[src/design/gpc_pkg.sv]
// Shared types and constants for the grid path counter.
package gpc_pkg;

  localparam int COLS_MAX   = 64;
  localparam int COL_W      = $clog2(COLS_MAX);
  localparam int ROW_W      = 16;
  localparam int COUNT_W    = 32;
  localparam int COLS_CFG_W = 7;
  localparam int CFG_W      = 16;
  localparam int CFG_IDX_W  = 1;

  localparam logic [COUNT_W-1:0] COUNT_MAX = {COUNT_W{1'b1}};

  typedef enum logic [CFG_IDX_W-1:0] {
    REG_GRID_COLS = 1'b0,
    REG_GRID_ROWS = 1'b1
  } cfg_reg_t;

  // Per-cell control carried from the walk stage to the update stage.
  typedef struct packed {
    logic [COL_W-1:0] col;
    logic             row0;
    logic             col0;
    logic             last;
    logic             fwd;
  } cell_tag_t;

endpackage

[src/design/gpc_ram.sv]
// Generic single-port-write, single-port-read RAM with registered read.
module gpc_ram #(
  parameter int WIDTH = 32,
  parameter int DEPTH = 64
) (
  input  logic                     clk,
  input  logic                     wr_en,
  input  logic [$clog2(DEPTH)-1:0] wr_addr,
  input  logic [WIDTH-1:0]         wr_data,
  input  logic                     rd_en,
  input  logic [$clog2(DEPTH)-1:0] rd_addr,
  output logic [WIDTH-1:0]         rd_data
);

  logic [WIDTH-1:0] mem [DEPTH];

  always_ff @(posedge clk) begin
    if (wr_en) begin
      mem[wr_addr] <= wr_data;
    end
    if (rd_en) begin
      rd_data <= mem[rd_addr];
    end
  end

endmodule

[src/design/gpc_walk.sv]
// Grid walk: configuration, cell position counters, row-store read issue.
module gpc_walk
  import gpc_pkg::*;
(
  input  logic                  clk,
  input  logic                  rst,
  input  logic                  cfg_we,
  input  logic [CFG_IDX_W-1:0]  cfg_index,
  input  logic [CFG_W-1:0]      cfg_data,
  input  logic                  accept,
  input  logic                  s1_go,
  output logic                  s1_valid,
  output cell_tag_t             s1_tag,
  output logic                  rd_en,
  output logic [COL_W-1:0]      rd_addr
);

  logic [COL_W-1:0]      cols_m1;
  logic [ROW_W-1:0]      rows_m1;
  logic [COL_W-1:0]      col;
  logic [ROW_W-1:0]      row;
  logic [COL_W-1:0]      cols_m1_next;
  logic [ROW_W-1:0]      rows_m1_next;
  logic [COLS_CFG_W-1:0] cols_cfg;
  logic                  end_row;
  logic                  last;

  assign cols_cfg = cfg_data[COLS_CFG_W-1:0];

  // Clamp column count into 1..COLS_MAX, row count into 1..max.
  always_comb begin
    if (cols_cfg == '0) begin
      cols_m1_next = '0;
    end else if (cols_cfg > COLS_CFG_W'(COLS_MAX)) begin
      cols_m1_next = COL_W'(COLS_MAX - 1);
    end else begin
      cols_m1_next = COL_W'(cols_cfg - COLS_CFG_W'(1));
    end
    if (cfg_data[ROW_W-1:0] == '0) begin
      rows_m1_next = '0;
    end else begin
      rows_m1_next = cfg_data[ROW_W-1:0] - ROW_W'(1);
    end
  end

  assign end_row = (col == cols_m1);
  assign last    = end_row && (row == rows_m1);
  assign rd_en   = accept && (row != '0);
  assign rd_addr = col;

  always_ff @(posedge clk) begin
    if (rst) begin
      cols_m1  <= '0;
      rows_m1  <= '0;
      col      <= '0;
      row      <= '0;
      s1_valid <= 1'b0;
    end else if (cfg_we) begin
      case (cfg_reg_t'(cfg_index))
        REG_GRID_COLS: cols_m1 <= cols_m1_next;
        REG_GRID_ROWS: rows_m1 <= rows_m1_next;
        default: ;
      endcase
      col <= '0;
      row <= '0;
    end else begin
      if (accept) begin
        s1_valid <= 1'b1;
        if (last) begin
          col <= '0;
          row <= '0;
        end else if (end_row) begin
          col <= '0;
          row <= row + ROW_W'(1);
        end else begin
          col <= col + COL_W'(1);
        end
      end else if (s1_go) begin
        s1_valid <= 1'b0;
      end
    end
  end

  // A single-column grid reads the entry that the cell ahead writes this cycle.
  always_ff @(posedge clk) begin
    if (accept) begin
      s1_tag.col  <= col;
      s1_tag.row0 <= (row == '0);
      s1_tag.col0 <= (col == '0);
      s1_tag.last <= last;
      s1_tag.fwd  <= s1_valid && (cols_m1 == '0);
    end
  end

endmodule

[src/design/gpc_cell.sv]
// Cell update: add above and left counts, saturate, write back, hold result.
module gpc_cell
  import gpc_pkg::*;
(
  input  logic                clk,
  input  logic                rst,
  input  logic                s1_valid,
  input  cell_tag_t           s1_tag,
  input  logic                s1_blocked,
  input  logic [COUNT_W-1:0]  rd_data,
  output logic                s1_go,
  output logic                wr_en,
  output logic [COL_W-1:0]    wr_addr,
  output logic [COUNT_W-1:0]  wr_data,
  output logic                m_tvalid,
  input  logic                m_tready,
  output logic [COUNT_W-1:0]  m_tdata,
  output logic                m_tuser
);

  logic [COUNT_W-1:0] last_value;
  logic [COUNT_W-1:0] up;
  logic [COUNT_W-1:0] left;
  logic [COUNT_W:0]   sum;
  logic [COUNT_W-1:0] value;

  always_comb begin
    if (s1_tag.row0) begin
      up = s1_tag.col0 ? COUNT_W'(1) : '0;
    end else if (s1_tag.fwd) begin
      up = last_value;
    end else begin
      up = rd_data;
    end
    left = s1_tag.col0 ? '0 : last_value;
    sum  = {1'b0, up} + {1'b0, left};
    // Blocked cells count zero.
    if (s1_blocked) begin
      value = '0;
    end else begin
      value = sum[COUNT_W] ? COUNT_MAX : sum[COUNT_W-1:0];
    end
  end

  // Hold the final cell while the previous result still waits.
  assign s1_go   = s1_valid && !(s1_tag.last && m_tvalid && !m_tready);
  assign wr_en   = s1_go;
  assign wr_addr = s1_tag.col;
  assign wr_data = value;

  always_ff @(posedge clk) begin
    if (rst) begin
      last_value <= '0;
      m_tvalid   <= 1'b0;
    end else begin
      if (s1_go) begin
        last_value <= value;
      end
      if (s1_go && s1_tag.last) begin
        m_tvalid <= 1'b1;
      end else if (m_tready) begin
        m_tvalid <= 1'b0;
      end
    end
  end

  always_ff @(posedge clk) begin
    if (s1_go && s1_tag.last) begin
      m_tdata <= value;
      m_tuser <= (value == COUNT_MAX);
    end
  end

endmodule

[src/design/grid_path_count_with_obstacles_core.sv]
// Top level of the grid path counter with obstacles.
//
//   channel   handshake            payload
//   s_*       s_tvalid / s_tready  s_tdata[0] = blocked
//   m_*       m_tvalid / m_tready  m_tdata = path_count, m_tuser = saturated
//   cfg_*     cfg_we               cfg_index (0 cols, 1 rows), cfg_data
//
// One cell per cycle while no waiting result stalls input; a cell passes a
// row-store read, then add and write-back. The single-port-write row store
// with registered read sets this; a single-column grid forwards the count
// just written. The last cell's update registers the result. Reset clears
// position, sizes (1 x 1) and the output valid; the row store is not cleared.
// A waiting result stalls input only when the next grid's last cell arrives.
module grid_path_count_with_obstacles_core
  import gpc_pkg::*;
(
  input  logic                 clk,
  input  logic                 rst,
  input  logic                 s_tvalid,
  output logic                 s_tready,
  input  logic [7:0]           s_tdata,   // [0] blocked, [7:1] zero
  output logic                 m_tvalid,
  input  logic                 m_tready,
  output logic [COUNT_W-1:0]   m_tdata,   // [31:0] path_count
  output logic                 m_tuser,   // [0] saturated
  input  logic                 cfg_we,
  input  logic [CFG_IDX_W-1:0] cfg_index,
  input  logic [CFG_W-1:0]     cfg_data
);

  logic               accept;
  logic               s1_go;
  logic               s1_valid;
  cell_tag_t          s1_tag;
  logic               s1_blocked;
  logic               rd_en;
  logic [COL_W-1:0]   rd_addr;
  logic [COUNT_W-1:0] rd_data;
  logic               wr_en;
  logic [COL_W-1:0]   wr_addr;
  logic [COUNT_W-1:0] wr_data;

  assign s_tready = !s1_valid || s1_go;
  assign accept   = s_tvalid && s_tready;

  always_ff @(posedge clk) begin
    if (accept) begin
      s1_blocked <= s_tdata[0];
    end
  end

  gpc_walk u_walk (
    .clk       (clk),
    .rst       (rst),
    .cfg_we    (cfg_we),
    .cfg_index (cfg_index),
    .cfg_data  (cfg_data),
    .accept    (accept),
    .s1_go     (s1_go),
    .s1_valid  (s1_valid),
    .s1_tag    (s1_tag),
    .rd_en     (rd_en),
    .rd_addr   (rd_addr)
  );

  gpc_ram #(
    .WIDTH (COUNT_W),
    .DEPTH (COLS_MAX)
  ) u_row_ram (
    .clk     (clk),
    .wr_en   (wr_en),
    .wr_addr (wr_addr),
    .wr_data (wr_data),
    .rd_en   (rd_en),
    .rd_addr (rd_addr),
    .rd_data (rd_data)
  );

  gpc_cell u_cell (
    .clk        (clk),
    .rst        (rst),
    .s1_valid   (s1_valid),
    .s1_tag     (s1_tag),
    .s1_blocked (s1_blocked),
    .rd_data    (rd_data),
    .s1_go      (s1_go),
    .wr_en      (wr_en),
    .wr_addr    (wr_addr),
    .wr_data    (wr_data),
    .m_tvalid   (m_tvalid),
    .m_tready   (m_tready),
    .m_tdata    (m_tdata),
    .m_tuser    (m_tuser)
  );

endmodule
[config.mk]
export PLATFORM = sky130hd
export DESIGN_NAME = grid_path_count_with_obstacles_core
export DESIGN_NICKNAME = d
export VERILOG_FILES = /design/src/design/gpc_pkg.sv /design/src/design/gpc_ram.sv /design/src/design/gpc_walk.sv /design/src/design/gpc_cell.sv /design/src/design/grid_path_count_with_obstacles_core.sv
export SDC_FILE = /design/constraint.sdc
export NUM_CORES = 2
export LEC_CHECK = 0
export BUFFER_PORTS_ARGS = -buffer_cell sky130_fd_sc_hd__buf_4
export CAP_MARGIN = 20
export CORE_MARGIN = 5
export CORE_UTILIZATION = 55
export DETAILED_ROUTE_END_ITERATION = 10
export PLACE_DENSITY = 0.71
export SYNTH_ARGS = -nofsm -noshare
export SYNTH_HDL_FRONTEND = slang
export SYNTH_SLANG_ARGS = --single-unit
[constraint.sdc]
create_clock -name clk -period 11.98 [get_ports clk]
set_clock_uncertainty 0.15 [all_clocks]
set_input_delay 1.198 -clock clk [delete_from_list [all_inputs] [get_ports clk]]
set_output_delay 1.198 -clock clk [all_outputs]
set_load 0.005 [all_outputs]
After elaboration in Yosys (flattened, before gate mapping) --
Memories as Yosys holds them, arrays and structs flattened. A register that Yosys moved wholly into a read port is not among the register bits. Cells that the tools add are included.
Word-level totals: memories kept 1, logic and storage cells 72, RAM bits 2048, flip-flop bits (word level) 122, bits of input ports 30
Cells by class: muxes and demuxes 19, magnitude comparators 1, bitwise logic cells 2, add/subtract/negate cells 5, eq/ne operators 3, reduce and logical (&&, ||, !) cells 26
Memory list:
- u_row_ram.mem | depth 64, width 32, rd ports 1, clocked after Yosys merged registers in 1, write ports 1, line gpc_ram.sv:15 | logic [WIDTH-1:0] mem [DEPTH];
Operator list (count):
- 32-bit two-way mux | 5
- 16-bit two-way mux | 3
- 32-bit by 32-bit adder with 33-bit output | 1
- 32-bit == test (second input constant) | 1
- 16-bit logical NOT | 2
- 6-bit two-way mux | 4
- 16-bit by 1-bit adder with 16-bit output (second input constant) | 1
- 16-bit == test | 1
- 16-bit nonzero test | 1
- 16-bit by 1-bit subtractor with 16-bit output (second input constant) | 1
- 6-bit logical NOT | 2
- 1-bit logical AND | 8
- 2-bit AND reduction | 4
- 7-bit greater-than comparator (second input constant) | 1
- 7-bit logical NOT | 1
- 1-bit two-way mux | 7
- 6-bit by 1-bit adder with 6-bit output (second input constant) | 1
- 6-bit == test | 1
- 2-bit nonzero test | 3
- 6-bit by 1-bit subtractor with 6-bit output (second input constant) | 1
- 1-bit logical NOT | 3
- 1-bit NOT | 2
- 2-bit OR reduction | 1
- 1-bit logical OR | 1

Depth between registers and ports, before layout --
depth in word-level cells 8, depth in mapped cells 16, depth with buffers taken out 13

Cells and area by module --
Synthesis repeated with hierarchy kept, for this count alone.
Second synthesis, totals: cells, all modules 4246, area total of the unflattened synthesis 86873.3 um^2
Modules (own cells, without submodules):
- gpc_ram | cells an instance 3324, area an instance 78835.6 um^2, times used 1
- gpc_cell | cells an instance 611, area an instance 5011.1 um^2, times used 1
- gpc_walk | cells an instance 308, area an instance 2974.1 um^2, times used 1
- grid_path_count_with_obstacles_core | cells an instance 3, area an instance 52.6 um^2, times used 1

Worst setup path after synthesis --
Ideal clock, no wire load.
path type register to register, start point reg, netlist name u_walk.s1_tag[0], end point reg u_cell.m_tdata[18] (data pin), period minus slack after synthesis 5.548 ns, slack 6.432 ns, cell stages (with the launch flop) 16, data required time 11.326 ns, data arrival time 4.894 ns, cells stage by stage edfxtp_1 > clkbuf_1 > clkbuf_1 > mux2i_1 > nor2_1 > ha_1 > nand2_2 > o31ai_4 > a21oi_1 > o311ai_1 > and3_1 > o21a_1 > clkbuf_1 > buf_2 > nor2_1 > nor2_1
On the way: word-level cells in the longest chain between the ends 5
Ends and longest elaborated chain:
- 32-bit two-way mux | line gpc_cell.sv:30 | end else if (s1_tag.fwd) begin
- 32-bit two-way mux | line gpc_cell.sv:28 | if (s1_tag.row0) begin
- 32-bit by 32-bit adder with 33-bit output | line gpc_cell.sv:36 | sum = {1'b0, up} + {1'b0, left};
- 32-bit two-way mux | line gpc_cell.sv:41 | value = sum[COUNT_W] ? COUNT_MAX : sum[COUNT_W-1:0];
- 32-bit two-way mux | line gpc_cell.sv:38 | if (s1_blocked) begin
- via u_cell.wr_data[18] | line gpc_cell.sv:14 | output logic [COUNT_W-1:0] wr_data,
- to (signal assigned) | line gpc_cell.sv:69 | m_tdata <= value;
- to (decl) | line gpc_cell.sv:17 | output logic [COUNT_W-1:0] m_tdata,
The timed path passes the listed nets, and every way through them passes these cells. A chain may end at the register's enable or synchronous reset.

Final worst setup path --
start point reg, netlist name u_walk.s1_tag[0], end point mem u_row_ram.mem[33][14] (data pin)
On the way: word-level cells in the longest chain between the ends 5
Ends and longest elaborated chain (line):
- 32-bit two-way mux | gpc_cell.sv:30
- 32-bit two-way mux | gpc_cell.sv:28
- 32-bit by 32-bit adder with 33-bit output | gpc_cell.sv:36
- 32-bit two-way mux | gpc_cell.sv:41
- 32-bit two-way mux | gpc_cell.sv:38
- via u_cell.wr_data[14] | gpc_cell.sv:14
- to (decl) | gpc_ram.sv:15
The timed path passes the listed nets, and every way through them passes these cells.

==> summary.md <==
| Metric | Value |
|---|---|
| DR iter-0 viols | `5067` |
| H-Tree Depth | `4` |
| Resized Gates After CTS | `0` |
| CTS Buffer Depth | `3` |
| Final min period | `5.60 ns` |
| Post CTS Setup Buffer Count | `0` |
| Syn nets | `4035` |
| Clock transition at path regs | `0.06 ns` |
| Max-slew violation count | `0` |
| CORE AREA | `156000 sq um` |
| Wire length of the first global-routing pass | `294000 um` |
| Drc violations | `0` |
| Slew headroom | `21.9%` |
| Post-synthesis sequential area ratio | `75.6%` |
| Max_cap viols | `0` |
| Maximum VDD drop | `0.145 mV` |
| Reg2reg setup slack | `6.38 ns` |
| Initial antenna violation count | `13` |
| Final Setup Violations | `0` |
| Detail Route Antenna Nets | `0` |
| Synth Flop Type | `edfxtp_1` |
| Setup_tns | `0 ns` |
| Least-Margin Pin Slew | `1.17 ns` |
| Critical Path End Type | `flop` |
| Critical path startpoint | `u_walk.s1_tag[0]` |
| Critical Path AT | `5.99 ns` |
| Power per cell area | `156 nW/um^2` |
| FF-to-FF Start | `u_walk.s1_tag[0]` |
| Wirelength per Cell | `32.0 um` |
| Kind of critical path | `reg -> reg` |
| CP required | `12.37 ns` |
| Layout cells sized above 1 | `29.0%` |
| Status | `completed` |
| Final Util | `62.2%` |
| Async SR Flop Fraction | `0%` |
| Fmax | `179 MHz` |
| Cts hold-fix bufs | `0` |
| Hold WC Path Type | `reg -> reg` |
| Number of flops mapped to enable cells by yosys | `2124` |
| Hold endpoint | `u_cell.last_value[15]` |
| Largest net degree at the start of global routing | `97` |
| Tcrit/Tclk final | `46.7%` |
| HPWL Detailed | `109000 um` |
| Drt pass-1 iters | `5` |
| Yosys Warn Count | `0` |
| Row count | `145` |
| Crit-path max FO | `48` |
| RR Endpoint | `u_row_ram.mem[33][14]` |
| DRT Wirelength | `205000 um` |
| Mapped cell area | `86400 sq um` |
| DR vias | `41800` |
| Clock Latency Late Sink | `0.84 ns` |
| Die height | `406 um` |
| CTS tree | `built` |
| Hold wc startpoint | `u_cell.last_value[15]` |
| Cell count after synthesis | `3966` |
| Final Net Count | `4226` |
| Total global-route track usage | `25.2%` |
| Port-buffer cells | `57` |
| Leakage power | `28.4 nW` |
| Die width | `406 um` |
| Area growth syn-to-layout | `12.4%` |
| CTS Buf Count | `207` |
| Root buffer cell | `clkbuf_16` |
| Commonest cells after routing, fill and taps aside | `2124 x edfxtp_1, 664 x mux4_2, 208 x clkbuf_16` |
| Gpl congestion | `0.877` |
| RSZ-0062 raised after global routing | `no` |
| Synthesized area per cell | `21.8 sq um` |
| Yosys reg bits | `2202` |
| I/O pin total | `65` |
| Grt total ovfl | `0` |
| Via density | `6.55` |
| Vias in the first global route | `41800` |
| Clock sinks | `2202` |
| Die area | `165000 sq um` |
| Most common cell after layout, fill and taps aside | `edfxtp_1` |
| Critical Path Source Type | `flop` |
| Reg2Reg Depth | `15` |
| Netlist cell types | `63` |
| Worst hold stages | `2` |
| Initial core utilization | `55.3%` |
| Final hold violation count | `0` |
==> sequential cells by signal (all words and copies together) (netlist names) <==
register,count
s1_blocked,1
u_cell.last_value,32
u_cell.m_tdata,32
u_cell.m_tuser,1
u_cell.m_tvalid,1
u_row_ram.mem,2048
u_row_ram.rd_data,32
u_walk.cols_m1,6
u_walk.rd_addr,6
u_walk.row,16
u_walk.rows_m1,16
u_walk.s1_tag,10
u_walk.s1_valid,1
==> power by group <==
| group | switching (mW) | internal (mW) |
|---|---|---|
| clock network | 2.81 | 3.63 |
| registers | 0.0167 | 8.36 |
| logic | 0.201 | 0.158 |
==> metrics by stage <==
stage	hold slack, ns	setup slack, ns	cell area [sq um]	cells	total power [mW]
after global placement	0.304	6.43	90300	6003	8.90
after CTS	0.325	6.44	97100	6388	15.3
final	0.324	6.38	97100	6390	15.2
after detailed placement	0.311	6.46	90400	6005	8.90
after floorplan	0.256	6.43	86400	3966	8.79
after global routing	0.346	6.15	97100	6389	15.6
==> routing by layer <==
metal,vias up,GRT usage [%],routed length [um],share of wire [%]
met1,22300,35.3,78900,39
li1,17000,-,-,-
met3,337,6.96,21200,10
met5,-,0,13,0.0064
met4,2,7.35,5790,2.8
met2,2207,39.6,98600,48
==> Yosys cell counts (all sizes together), types with 13 or more instances <==
cell type	instances	share of area (%)
dfxtp	78	1.8
nand3	15	0.087
nand4	18	0.13
ha	38	0.55
mux4	664	17
clkbuf	149	0.65
nor2b	48	0.35
buf	60	0.30
edfxtp	2124	74
xnor2	36	0.36
inv	14	0.061
o21ai	69	0.40
a211oi	20	0.18
a21oi	54	0.31
mux2i	36	0.42
xor2	37	0.38
nor3	23	0.13
nor2	232	1.0
nor4	13	0.10
nand2	105	0.46
a22oi	17	0.15
==> worst max path at each step <==
stage / to / slack, ns / depth (start not counted)
after floorplan: u_cell.m_tdata[18] / 6.43 / 15
after global placement: u_row_ram.mem[22][3] / 6.43 / 14
final: u_row_ram.mem[33][14] / 6.38 / 15
after detailed placement: u_row_ram.mem[21][14] / 6.46 / 15
after CTS: u_row_ram.mem[33][14] / 6.44 / 15
after global routing: u_row_ram.mem[54][14] / 6.15 / 15
==> cell type report <==
class	instances	area, sq um
fill	10300	59100
multi-input combinational	1540	20900
sequential	2202	65400
timing repair buffer	191	1500
clock inverter	136	1330
antenna	1	2.50
clock buffer	247	5350
inverter	15	56.3
tap	2058	2570
==> worst max-delay path, stage by stage (launching register included) <==
cell	delay [ns]
edfxtp_1	0.32
buf_4	0.48
mux2i_1	0.15
o21ai_0	0.19
ha_1	0.26
fa_1	0.27
a211oi_2	0.11
o31ai_4	0.41
a21oi_1	0.24
o311ai_1	0.56
and3_1	0.26
o21a_1	0.39
buf_4	0.33
a21oi_1	0.12
nor2_4	0.45
buf_4	0.51
==> logic make-up after synthesis <==
group / synth area share, %
DFF: 75.6
muxes: 17.7
and+or+nand+nor: 2.74
buffers and inverters: 1.01
AOI/OAI and AO/OA: 1.57
xor gates and xnor gates: 0.740
adders and majority gates: 0.574
(Power assumes the default switching activity.)
